**src/sorted_value_list_assert.svh**
```systemverilog
// ----------------------------------------------------------------------------
// sorted_value_list_assert.svh
// Assertion macros used by the sorted value list datapath.
// ----------------------------------------------------------------------------
`ifndef SORTED_VALUE_LIST_ASSERT_SVH
`define SORTED_VALUE_LIST_ASSERT_SVH

// Condition must never hold outside reset.
`define SVL_ASSERT_NEVER(lbl, clk, rst_n, cond) \
	lbl: assert property (@(posedge clk) disable iff (!rst_n) !(cond)) \
		else $error("sorted_value_list: forbidden condition seen");

// Antecedent in one cycle implies consequent in the next.
`define SVL_ASSERT_NEXT(lbl, clk, rst_n, ante, cons) \
	lbl: assert property (@(posedge clk) disable iff (!rst_n) (ante) |=> (cons)) \
		else $error("sorted_value_list: next-cycle check failed");

`endif

```
**src/svl_pkg.sv**
```systemverilog
// ----------------------------------------------------------------------------
// svl_pkg
// Types and constants shared by the sorted value list modules.
// ----------------------------------------------------------------------------
package svl_pkg;

	localparam int LIST_DEPTH = 16;
	localparam int CNT_W      = $clog2(LIST_DEPTH + 1);
	localparam int VALUE_W    = 32;
	localparam int COUNT_W    = 5;

	typedef enum logic [1:0] {
		OP_INSERT = 2'd0,
		OP_SEARCH = 2'd1,
		OP_DELETE = 2'd2,
		OP_CLEAR  = 2'd3
	} op_t;

	typedef enum logic [2:0] {
		ST_INSERTED  = 3'd0,
		ST_FULL      = 3'd1,
		ST_FOUND     = 3'd2,
		ST_NOT_FOUND = 3'd3,
		ST_DELETED   = 3'd4,
		ST_DEL_MISS  = 3'd5,
		ST_CLEARED   = 3'd6
	} status_t;

	typedef struct packed {
		op_t                        operation;
		logic signed [VALUE_W-1:0]  value;
	} req_t;

	typedef struct packed {
		status_t              status;
		logic [COUNT_W-1:0]   entry_count;
	} rsp_t;

	typedef enum logic [1:0] {
		S_IDLE,
		S_COMPARE,
		S_COMMIT
	} state_t;

	// Commands from the controller to the datapath.
	typedef struct packed {
		logic capture;
		logic compare;
		logic commit;
	} cmd_t;

endpackage

```
**src/svl_ctrl.sv**
```systemverilog
// ----------------------------------------------------------------------------
// svl_ctrl
// Sequencer: accept one item, compare, commit, and track the result slot.
// ----------------------------------------------------------------------------
module svl_ctrl (
	input  logic          clk,
	input  logic          arst_n,
	input  logic          req_valid,
	output logic          req_stall,
	output logic          rsp_valid,
	input  logic          rsp_stall,
	output svl_pkg::cmd_t cmd
);
	import svl_pkg::*;

	state_t state_q;
	state_t state_d;
	logic   rsp_valid_q;
	logic   slot_free;

	assign slot_free = !rsp_valid_q || !rsp_stall;

	always_comb begin
		state_d = state_q;
		unique case (state_q)
			S_IDLE: begin
				if (req_valid) begin
					state_d = S_COMPARE;
				end
			end
			S_COMPARE: begin
				state_d = S_COMMIT;
			end
			S_COMMIT: begin
				if (slot_free) begin
					state_d = S_IDLE;
				end
			end
			default: begin
				state_d = S_IDLE;
			end
		endcase
	end

	always_comb begin
		req_stall   = (state_q != S_IDLE);
		cmd.capture = (state_q == S_IDLE) && req_valid;
		cmd.compare = (state_q == S_COMPARE);
		cmd.commit  = (state_q == S_COMMIT) && slot_free;
	end

	always_ff @(posedge clk or negedge arst_n) begin
		if (!arst_n) begin
			state_q     <= S_IDLE;
			rsp_valid_q <= 1'b0;
		end else begin
			state_q <= state_d;
			if (cmd.commit) begin
				rsp_valid_q <= 1'b1;
			end else if (!rsp_stall) begin
				rsp_valid_q <= 1'b0;
			end
		end
	end

	assign rsp_valid = rsp_valid_q;

endmodule

```
**src/svl_datapath.sv**
```systemverilog
// ----------------------------------------------------------------------------
// svl_datapath
// Row of compare-and-shift cells, entry count and result register.
// ----------------------------------------------------------------------------
`include "sorted_value_list_assert.svh"

module svl_datapath (
	input  logic          clk,
	input  logic          arst_n,
	input  svl_pkg::cmd_t cmd,
	input  svl_pkg::req_t req,
	output svl_pkg::rsp_t rsp
);
	import svl_pkg::*;

	logic signed [VALUE_W-1:0] entries_q [LIST_DEPTH];
	logic [CNT_W-1:0]          count_q;
	logic [CNT_W-1:0]          count_d;
	op_t                       op_q;
	logic signed [VALUE_W-1:0] value_q;
	logic [LIST_DEPTH-1:0]     lt_q;
	logic [LIST_DEPTH-1:0]     eq_q;
	rsp_t                      rsp_q;

	logic    found;
	logic    full;
	logic    do_insert;
	logic    do_delete;
	status_t status_d;

	// Hold the request for the compare and commit cycles.
	always_ff @(posedge clk) begin
		if (cmd.capture) begin
			op_q    <= req.operation;
			value_q <= req.value;
		end
	end

	assign found     = |eq_q;
	assign full      = (count_q == CNT_W'(LIST_DEPTH));
	assign do_insert = cmd.commit && (op_q == OP_INSERT) && !full;
	assign do_delete = cmd.commit && (op_q == OP_DELETE) && found;

	// Each cell compares its own entry; cells past the count stay quiet.
	// Since the list is sorted, lt_q is a run of ones from cell zero.
	for (genvar i = 0; i < LIST_DEPTH; i++) begin : g_cell
		logic occupied;
		assign occupied = (count_q > CNT_W'(i));

		always_ff @(posedge clk) begin
			if (cmd.compare) begin
				lt_q[i] <= occupied && (entries_q[i] < value_q);
				eq_q[i] <= occupied && (entries_q[i] == value_q);
			end
		end

		// Insert: take the value at the first cell not smaller, shift the rest up.
		// Delete: every cell at or past the first match pulls from above.
		always_ff @(posedge clk) begin
			if (do_insert && !lt_q[i]) begin
				if (i == 0) begin
					entries_q[i] <= value_q;
				end else if (lt_q[(i == 0) ? 0 : i-1]) begin
					entries_q[i] <= value_q;
				end else begin
					entries_q[i] <= entries_q[(i == 0) ? 0 : i-1];
				end
			end else if (do_delete && !lt_q[i]) begin
				entries_q[i] <= entries_q[(i == LIST_DEPTH-1) ? i : i+1];
			end
		end
	end

	always_comb begin
		count_d  = count_q;
		status_d = ST_CLEARED;
		unique case (op_q)
			OP_INSERT: begin
				if (full) begin
					status_d = ST_FULL;
				end else begin
					status_d = ST_INSERTED;
					count_d  = count_q + CNT_W'(1);
				end
			end
			OP_SEARCH: begin
				status_d = found ? ST_FOUND : ST_NOT_FOUND;
			end
			OP_DELETE: begin
				if (found) begin
					status_d = ST_DELETED;
					count_d  = count_q - CNT_W'(1);
				end else begin
					status_d = ST_DEL_MISS;
				end
			end
			OP_CLEAR: begin
				status_d = ST_CLEARED;
				count_d  = '0;
			end
			default: begin
				status_d = ST_CLEARED;
			end
		endcase
	end

	always_ff @(posedge clk or negedge arst_n) begin
		if (!arst_n) begin
			count_q <= '0;
		end else if (cmd.commit) begin
			count_q <= count_d;
		end
	end

	always_ff @(posedge clk) begin
		if (cmd.commit) begin
			rsp_q.status      <= status_d;
			rsp_q.entry_count <= COUNT_W'(count_d);
		end
	end

	assign rsp = rsp_q;

	`SVL_ASSERT_NEVER(a_count_bound, clk, arst_n, count_q > CNT_W'(LIST_DEPTH))
	`SVL_ASSERT_NEXT(a_sorted_prefix, clk, arst_n, cmd.compare, (lt_q & (lt_q + LIST_DEPTH'(1))) == '0)
	`SVL_ASSERT_NEXT(a_insert_grows, clk, arst_n, do_insert, count_q == $past(count_q) + CNT_W'(1))
	`SVL_ASSERT_NEXT(a_clear_empties, clk, arst_n, cmd.commit && (op_q == OP_CLEAR), count_q == '0)

endmodule

```
**src/sorted_value_list.sv**
```systemverilog
// A result is registered on commit, after compare; commit waits while the previous
//   result is stalled. Items go one at a time through the controller's three
//   steps (accept, compare, commit) over the single row of compare-and-shift cells.
// A result left waiting in the output register does not block the next accept.
// Reset (arst_n low, asynchronous) empties the list and drops any pending result;
//   stored values need no clearing pass since cells past the count are never read.
// ----------------------------------------------------------------------------
// sorted_value_list
// Bounded multiset of signed 32-bit values kept in ascending order, with
// insert, search, delete-first-match and clear requests.
// ----------------------------------------------------------------------------
module sorted_value_list (
	input  logic          clk,
	input  logic          arst_n,
	input  logic          req_valid,
	output logic          req_stall,
	input  svl_pkg::req_t req,
	output logic          rsp_valid,
	input  logic          rsp_stall,
	output svl_pkg::rsp_t rsp
);
	import svl_pkg::*;

	// Commands from the sequencer into the cell row.
	cmd_t cmd;

	// Sequencer: takes an item only when idle, then steps it through the
	// compare and commit cycles; commit waits while the result slot is full.
	svl_ctrl u_ctrl (
		.clk       (clk),
		.arst_n    (arst_n),
		.req_valid (req_valid),
		.req_stall (req_stall),
		.rsp_valid (rsp_valid),
		.rsp_stall (rsp_stall),
		.cmd       (cmd)
	);

	// Cell row: each cell compares its entry with the operand, then on commit
	// either holds, takes the operand, or shifts from a neighbor. The count
	// and the registered result live here as well.
	svl_datapath u_datapath (
		.clk    (clk),
		.arst_n (arst_n),
		.cmd    (cmd),
		.req    (req),
		.rsp    (rsp)
	);

endmodule
```
**config.mk**
```make
export PLATFORM = sky130hd
export DESIGN_NAME = sorted_value_list
export DESIGN_NICKNAME = d
export VERILOG_FILES = /design/src/svl_pkg.sv /design/src/svl_ctrl.sv /design/src/svl_datapath.sv /design/src/sorted_value_list.sv
export VERILOG_INCLUDE_DIRS = /design/src /design/src/src
export SDC_FILE = /design/constraint.sdc
export NUM_CORES = 2
export LEC_CHECK = 0
export BUFFER_PORTS_ARGS = -buffer_cell sky130_fd_sc_hd__buf_2
export CORE_ASPECT_RATIO = 0.75
export CORE_MARGIN = 2
export CORE_UTILIZATION = 45
export DETAILED_ROUTE_END_ITERATION = 6
export PLACE_DENSITY = 0.72
export SLEW_MARGIN = 20
export SYNTH_ARGS = -nofsm -noshare
export SYNTH_HDL_FRONTEND = slang
export SYNTH_SLANG_ARGS = --single-unit
```
**constraint.sdc**
```tcl
create_clock -name clk -period 5.1 [get_ports clk]
set_input_delay 0.255 -clock clk [delete_from_list [all_inputs] [get_ports clk]]
set_output_delay 0.255 -clock clk [all_outputs]
set_load 0.01 [all_outputs]
```
Word level (Yosys, flattened, before mapping). Memory sizes are Yosys's and may differ from the RTL's. Cells that the tools add are included.

Memories kept: 1. Word-level logic and storage cells: 408. Bits in registers: 82. Input port bits: 38. Output and inout bits: 10. RAM bits: 512.

Eq/ne operators: 25. Bitwise logic cells: 31. Add/sub/neg operators: 2. $lt $le $gt $ge: 32. Multiplexer cells: 183. Reduce and logical (&&, ||, !) cells: 95.

Memory list: u_datapath.entries_q (words 16, width 32, rd ports 16, clocked after Yosys merged registers in 0, write ports 16, RTL line svl_datapath.sv:16) `logic signed [VALUE_W-1:0] entries_q [LIST_DEPTH];`.

Operators with widths (number): 2-to-1 mux 32 bit (31); equality test 32 bit (16); < comparator 32 bit (16); 2-to-1 mux 1 bit (145); logical AND 1 bit (70); greater-than comparator 5 x 4 -> 1 bit (second input constant) (8); bitwise OR 1 bit (31); greater-than comparator 5 x 3 -> 1 bit (second input constant) (4); logical NOT 1 bit (19); OR reduction 16 bit (1); case mux 5 bit (3 select lines) (1); case mux 3 bit (4 select lines) (1); greater-than comparator 5 x 1 -> 1 bit (second input constant) (2); greater-than comparator 5 x 2 -> 1 bit (second input constant) (2); 2-to-1 mux 5 bit (2); equality test 2 bit (second input constant) (3); case mux 2 bit (3 select lines) (1); adder 5 x 1 -> 5 bit (second input constant) (1); equality test 5 bit (second input constant) (1); subtractor 5 x 1 -> 5 bit (second input constant) (1); equality test 2 x 1 -> 1 bit (second input constant) (2); logical NOT 2 bit (2); 2-to-1 mux 2 bit (2); != test 2 x 1 -> 1 bit (second input constant) (2); other kinds (4) (4).

Longest topological paths before layout.
Depth in word-level cells: 10. Gate-level depth with buffers: 11. Depth with buffers taken out: 8.

Modules after synthesis. From an unflattened synthesis, not the netlist that was laid out.

Cell total of the unflattened synthesis: 3801. Area total of the unflattened synthesis: 40106.0 µm².

By module, submodules not included: svl_datapath (cells each 3787, area an instance 39973.3 µm², instances 1, sequential area each 17722.0 µm²); svl_ctrl (cells each 14, area an instance 132.6 µm², instances 1, sequential area each 75.1 µm²).

Worst setup path after synthesis. Ideal clock, no wire load.

Path type: register -> register. From: register u_datapath.count_q[0]. To: memory u_datapath.entries_q[3][4], in the netlist u_datapath.entries_q[0][100], enable pin. Arrival: 3.373 ns. Path buffers: 3. Cell stages (with the launch flop): 11. Required time: 4.679 ns. Slack: 1.306 ns. Clock period less this slack: 3.794 ns. Library setup time: 0.421 ns. Path through: dfrtp_1 clkbuf_1 inv_1 ha_1 and4bb_4 nor2_4 nand3_4 buf_4 and2_0 buf_2 nor2_1.

RTL lines: from (decl) (RTL line svl_datapath.sv:17) `logic [CNT_W-1:0] count_q;`; from (signal assigned) (RTL line svl_datapath.sv:111) `count_q <= count_d;`; to (decl) (RTL line svl_datapath.sv:16).

Final worst setup path.
From: register u_datapath.value_q[11]. To: register u_datapath.lt_q[3] (data pin).

Longest elaborated chain between the ends: 2.

Ends and longest elaborated chain: from (decl) (RTL line svl_datapath.sv:20) `logic signed [VALUE_W-1:0] value_q;`; from (signal assigned) (RTL line svl_datapath.sv:35) `value_q <= req.value;`; < comparator 32 bit (RTL line svl_datapath.sv:52) `lt_q[i] <= occupied && (entries_q[i] < value_q);`; logical AND 1 bit (RTL line svl_datapath.sv:52); to (signal, indexed assignment) (RTL line svl_datapath.sv:52); to (decl) (RTL line svl_datapath.sv:21) `logic [LIST_DEPTH-1:0] lt_q;`.

Every way passes these cells. A chain may end at the register's enable or synchronous reset.

==> reports/qor.csv <==
stage,metric,value,unit
run_status,status,"complete, no violations",
yosys,top cell type's share of synthesized area,43.90,%
clocking,CTS Hold Bufs,38,
placement,DP Wirelength,83.21,mm
timing,Worst-Margin Slew,1.085,ns
global_routing,largest net degree at the start of global routing,65,
timing,final hold vios,0,
timing,setup violators final,0,
clocking,CTS tree,done,
cells_and_area,fillers,7845,
yosys,Yosys reg bits,594,
run,Max-Cap Viols,0,
clocking,# clock sinks,594,
yosys,Synth Warn #,0,
power,Peak supply drop,0.2964,mV
critical_path,startpoint types,flop,
route,DR pass1 iterations,6,
placement,Cells after DPL,4842,
critical_path,Critical path origin,u_datapath.value_q[11],
cells_and_area,Area Overhead vs Synth,10.43,%
placement,IO Port Bufs,47,
clocking,H-tree levels,2,
yosys,Synth area leader,edfxtp_1,
power,P_sw,4.951,mW
critical_path,Crit Path Class,flop to flop,
timing,RSZ-0062 raised after global routing,false,
cells_and_area,Final nets,4353,
power,Leakage,15.58,nW
clocking,Num CTS Buffers,58,
clocking,clock buffer depth,3,
cells_and_area,Layout Cells excl Fill,5001,
timing,Slew HR,27.50,%
yosys,top_reg_cell synth,edfxtp_1,
critical_path,"Critical Path, Cell by Cell","inv_1, ha_1, nand4_1, nor2_1, a221o_1, o41ai_1, o211ai_1, mux2_2",
clocking,"Reg clk slew, reported paths",0.07,ns
placement,Place WS,1.355,ns
route,Vias,31040,
global_routing,remaining global-route overflow,0,
global_routing,initial antenna violation count,0,
yosys,ys async rst share,1.347,%
power,Switching Share,33.07,%
power,P_int,10.02,mW
timing,Max Freq,257.4,MHz
min_path,HP Start,req[18],
timing,PnR worst setup slack,1.214,ns
critical_path,"Max stage delay cell, worst path",inv_1,
clocking,Post-CTS Setup Inserts,0,
route,drt wl/cell,22.58,um
route,antenna-violating nets left,0,
min_path,Hold/Removal Path Class,input port to flop,
cells_and_area,Multi-input gate area,0.02137,sq mm
critical_path,WP data arrival,4.30,ns
route,Via density,6.207,
route,total wire length,112.9,mm
die,Die Ht,262.5,um
timing,Final Skew,0.02134,ns
critical_path,CP required,5.51,ns
critical_path,worst-path fanout max,19,
cells_and_area,share of layout cells above drive strength 1,7.692,%
power,PwrDens,338.2,mW/mm^2
yosys,"Seq/Total Area, Yosys",44.40,%
critical_path,Crit. End Element,flop,
yosys,Mapped Cells,3749,
power,sequential share of power,43.9,%
global_routing,global-route wire length before repair,175.4,mm
timing,final period demand of the worst path,3.886,ns
timing,TNS Setup,0,ns
critical_path,CP Buf/Inv Count,1,
global_routing,vias in the first global route,30020,
global_routing,Tot GR Track Use,24.18,%
die,FP Rows,94,
placement,Placer Congestion,0.9079,
critical_path,"delay-heaviest family, CP",compound AO/OA/AOI/OAI gates,
critical_path,FF-to-FF Start,u_datapath.value_q[11],
die,IO Count,48,
clocking,Skew-Pair Late Insertion Delay,0.66,ns
yosys,synthesized area per cell,10.69,sq um
die,DIE AREA,0.09151,sq mm
yosys,Synth cell types,64,
route,1st-iter DRT viols,3387,
clocking,post-CTS resize count,0,
yosys,Post-Syn Area,0.04009,sq mm
power,Clock power frac,30.5,%
yosys,Synth area leaders,"edfxtp_1, ha_1, mux2i_1, nand2_1, o21ai_0",
yosys,number of synthesized flops with an enable pin,586,
timing,final worst-path cycle share,76.19,%
die,chip width,348.6,um
clocking,clk root buf,clkbuf_16,
die,Initial Utilization,45.57,%
yosys,post-synth net total,4304,
die,area of the core,0.08797,sq mm
critical_path,Worst path max stage delay,0.76,ns
cells_and_area,Reg area,0.01780,sq mm
route,Post-route DRC,0,
timing,final-report max-slew violation count,0,
power,Gate power share,25.6,%
==> per-stage QoR <==
stage               hold slack [ns]  utilization (%)  instance area, sq um  total power, mW
finish                       0.3102            50.32                 44270            14.97
global route                 0.3094            50.31                 44260            15.61
CTS                          0.2836            50.01                 43990            14.85
detailed placement           0.1163            47.38                 41680            10.32
global placement             0.1172            47.35                 41650            10.17
floorplan                  -0.04059                -                 40090            9.005
==> path summary, 6_finish.rpt <==
kind                                                end  slack [ns]  cells after the start
setup / recovery                     u_datapath.lt_q[3]        1.21                      8
hold / removal                   u_datapath.value_q[18]        0.31                      2
setup reg to reg                     u_datapath.lt_q[3]        1.21                      8
hold reg to reg            u_datapath.entries_q[1][192]        0.56                      2
max in group asynchronous             u_ctrl.state_q[1]        4.20                      3
min in group asynchronous             u_ctrl.state_q[0]        0.60                      3
==> Yosys cell counts, types with 3 or more instances <==
cell,n
buf_4,24
dfrtp_1,8
o32ai_1,3
buf_2,15
nor4_1,28
o41a_1,5
a21boi_0,7
a2111o_1,3
and3_1,6
o21ai_0,314
a2111oi_0,4
buf_6,19
nor3_2,7
o21bai_1,8
nand3_1,28
nand3b_1,4
inv_1,70
nor2b_1,32
o211ai_1,17
o21a_1,14
ha_1,517
nand4_1,77
nor2_1,76
o22ai_1,7
a221oi_1,21
a21bo_2,3
nor3_4,6
a21o_1,43
and4_1,38
or2_2,9
nor2_2,8
mux2i_1,485
nand2_1,606
or3_1,9
o21ai_1,238
nor4b_1,4
nor3_1,26
nand2b_1,5
mux2_2,11
a211oi_1,5
o31ai_1,5
edfxtp_1,586
clkbuf_1,120
a21oi_1,200
==> metal layers <==
layer	global-route usage [%]	wire (um)	up-vias	part of all wire, %
met3	3.914	10050	115	8.9
met2	35.37	47480	1366	42
met1	37.39	53640	15230	47
met5	0	0	-	0
met4	4.951	1755	0	1.6
li1	-	-	14330	-
==> sequential cells by signal, summed over array words and instances, names as in the netlist <==
signal                flops
u_datapath.op_q           2
u_datapath.entries_q    512
u_datapath.count_q        5
u_datapath.eq_q          16
u_ctrl.rsp_valid          1
u_datapath.lt_q          16
u_datapath.value_q       32
u_datapath.rsp            8
u_ctrl.state_q            2
==> power groups by stage <==
stage,registers (mW),logic (mW),clock network [mW]
floorplan,6.42,2.59,0
global placement,6.65,3.52,0
detailed placement,6.66,3.66,0
CTS,6.56,3.71,4.58
global route,6.61,4.24,4.76
finish,6.57,3.83,4.57
==> cells by family (layout without fill, tap and decap cells) <==
| family | count (synthesis) | in the layout | share of synthesized area, % |
|---|---|---|---|
| simple gates | 977 | 977 | 11.43 |
| mux | 496 | 496 | 12.42 |
| xor+xnor | 3 | 3 | 0.06556 |
| flops | 594 | 594 | 44.40 |
| fa+ha+maj | 517 | 517 | 16.14 |
| compound gates | 911 | 911 | 12.57 |
| other cells | 0 | 1 | 0 |
| buf+inv | 251 | 350 | 2.978 |
==> worst register-to-register path, stage by stage, from the launching register on <==
cell and delay [ns]:
edfxtp_1 0.61, inv_1 0.76, ha_1 0.40, nand4_1 0.19, nor2_1 0.06, a221o_1 0.33, o41ai_1 0.74, o211ai_1 0.23
mux2_2 0.32
==> area by class of cell <==
cell class              count  share of cell area [%]
diodes                      1                0.005653
clock inverters            39                  0.8339
well taps                1152                   3.256
flip-flops and latches    594                   40.21
inverters                  72                  0.6105
repair buffers            168                   3.279
clock buffers              71                   3.533
multi-input cells        2904                   48.28
==> cell usage in the layout, fill, tap and decap left out, types with 16 or more instances in the layout <==
cell type and count:
nand2_1 606, edfxtp_1 586, ha_1 517, mux2i_1 485, o21ai_0 314, o21ai_1 238
a21oi_1 200, nand4_1 77, buf_4 72, inv_1 70, clkbuf_16 61, nor2_1 52
buf_2 47, a21o_1 43, and4_1 38, dlygate4sd3_1 38, nor2_4 33, nor2b_1 31
nor4_1 28, nand3_1 28, nor3_1 26, a221oi_1 21, o211ai_1 17, clkinv_2 16
(Power assumes the default switching activity.)
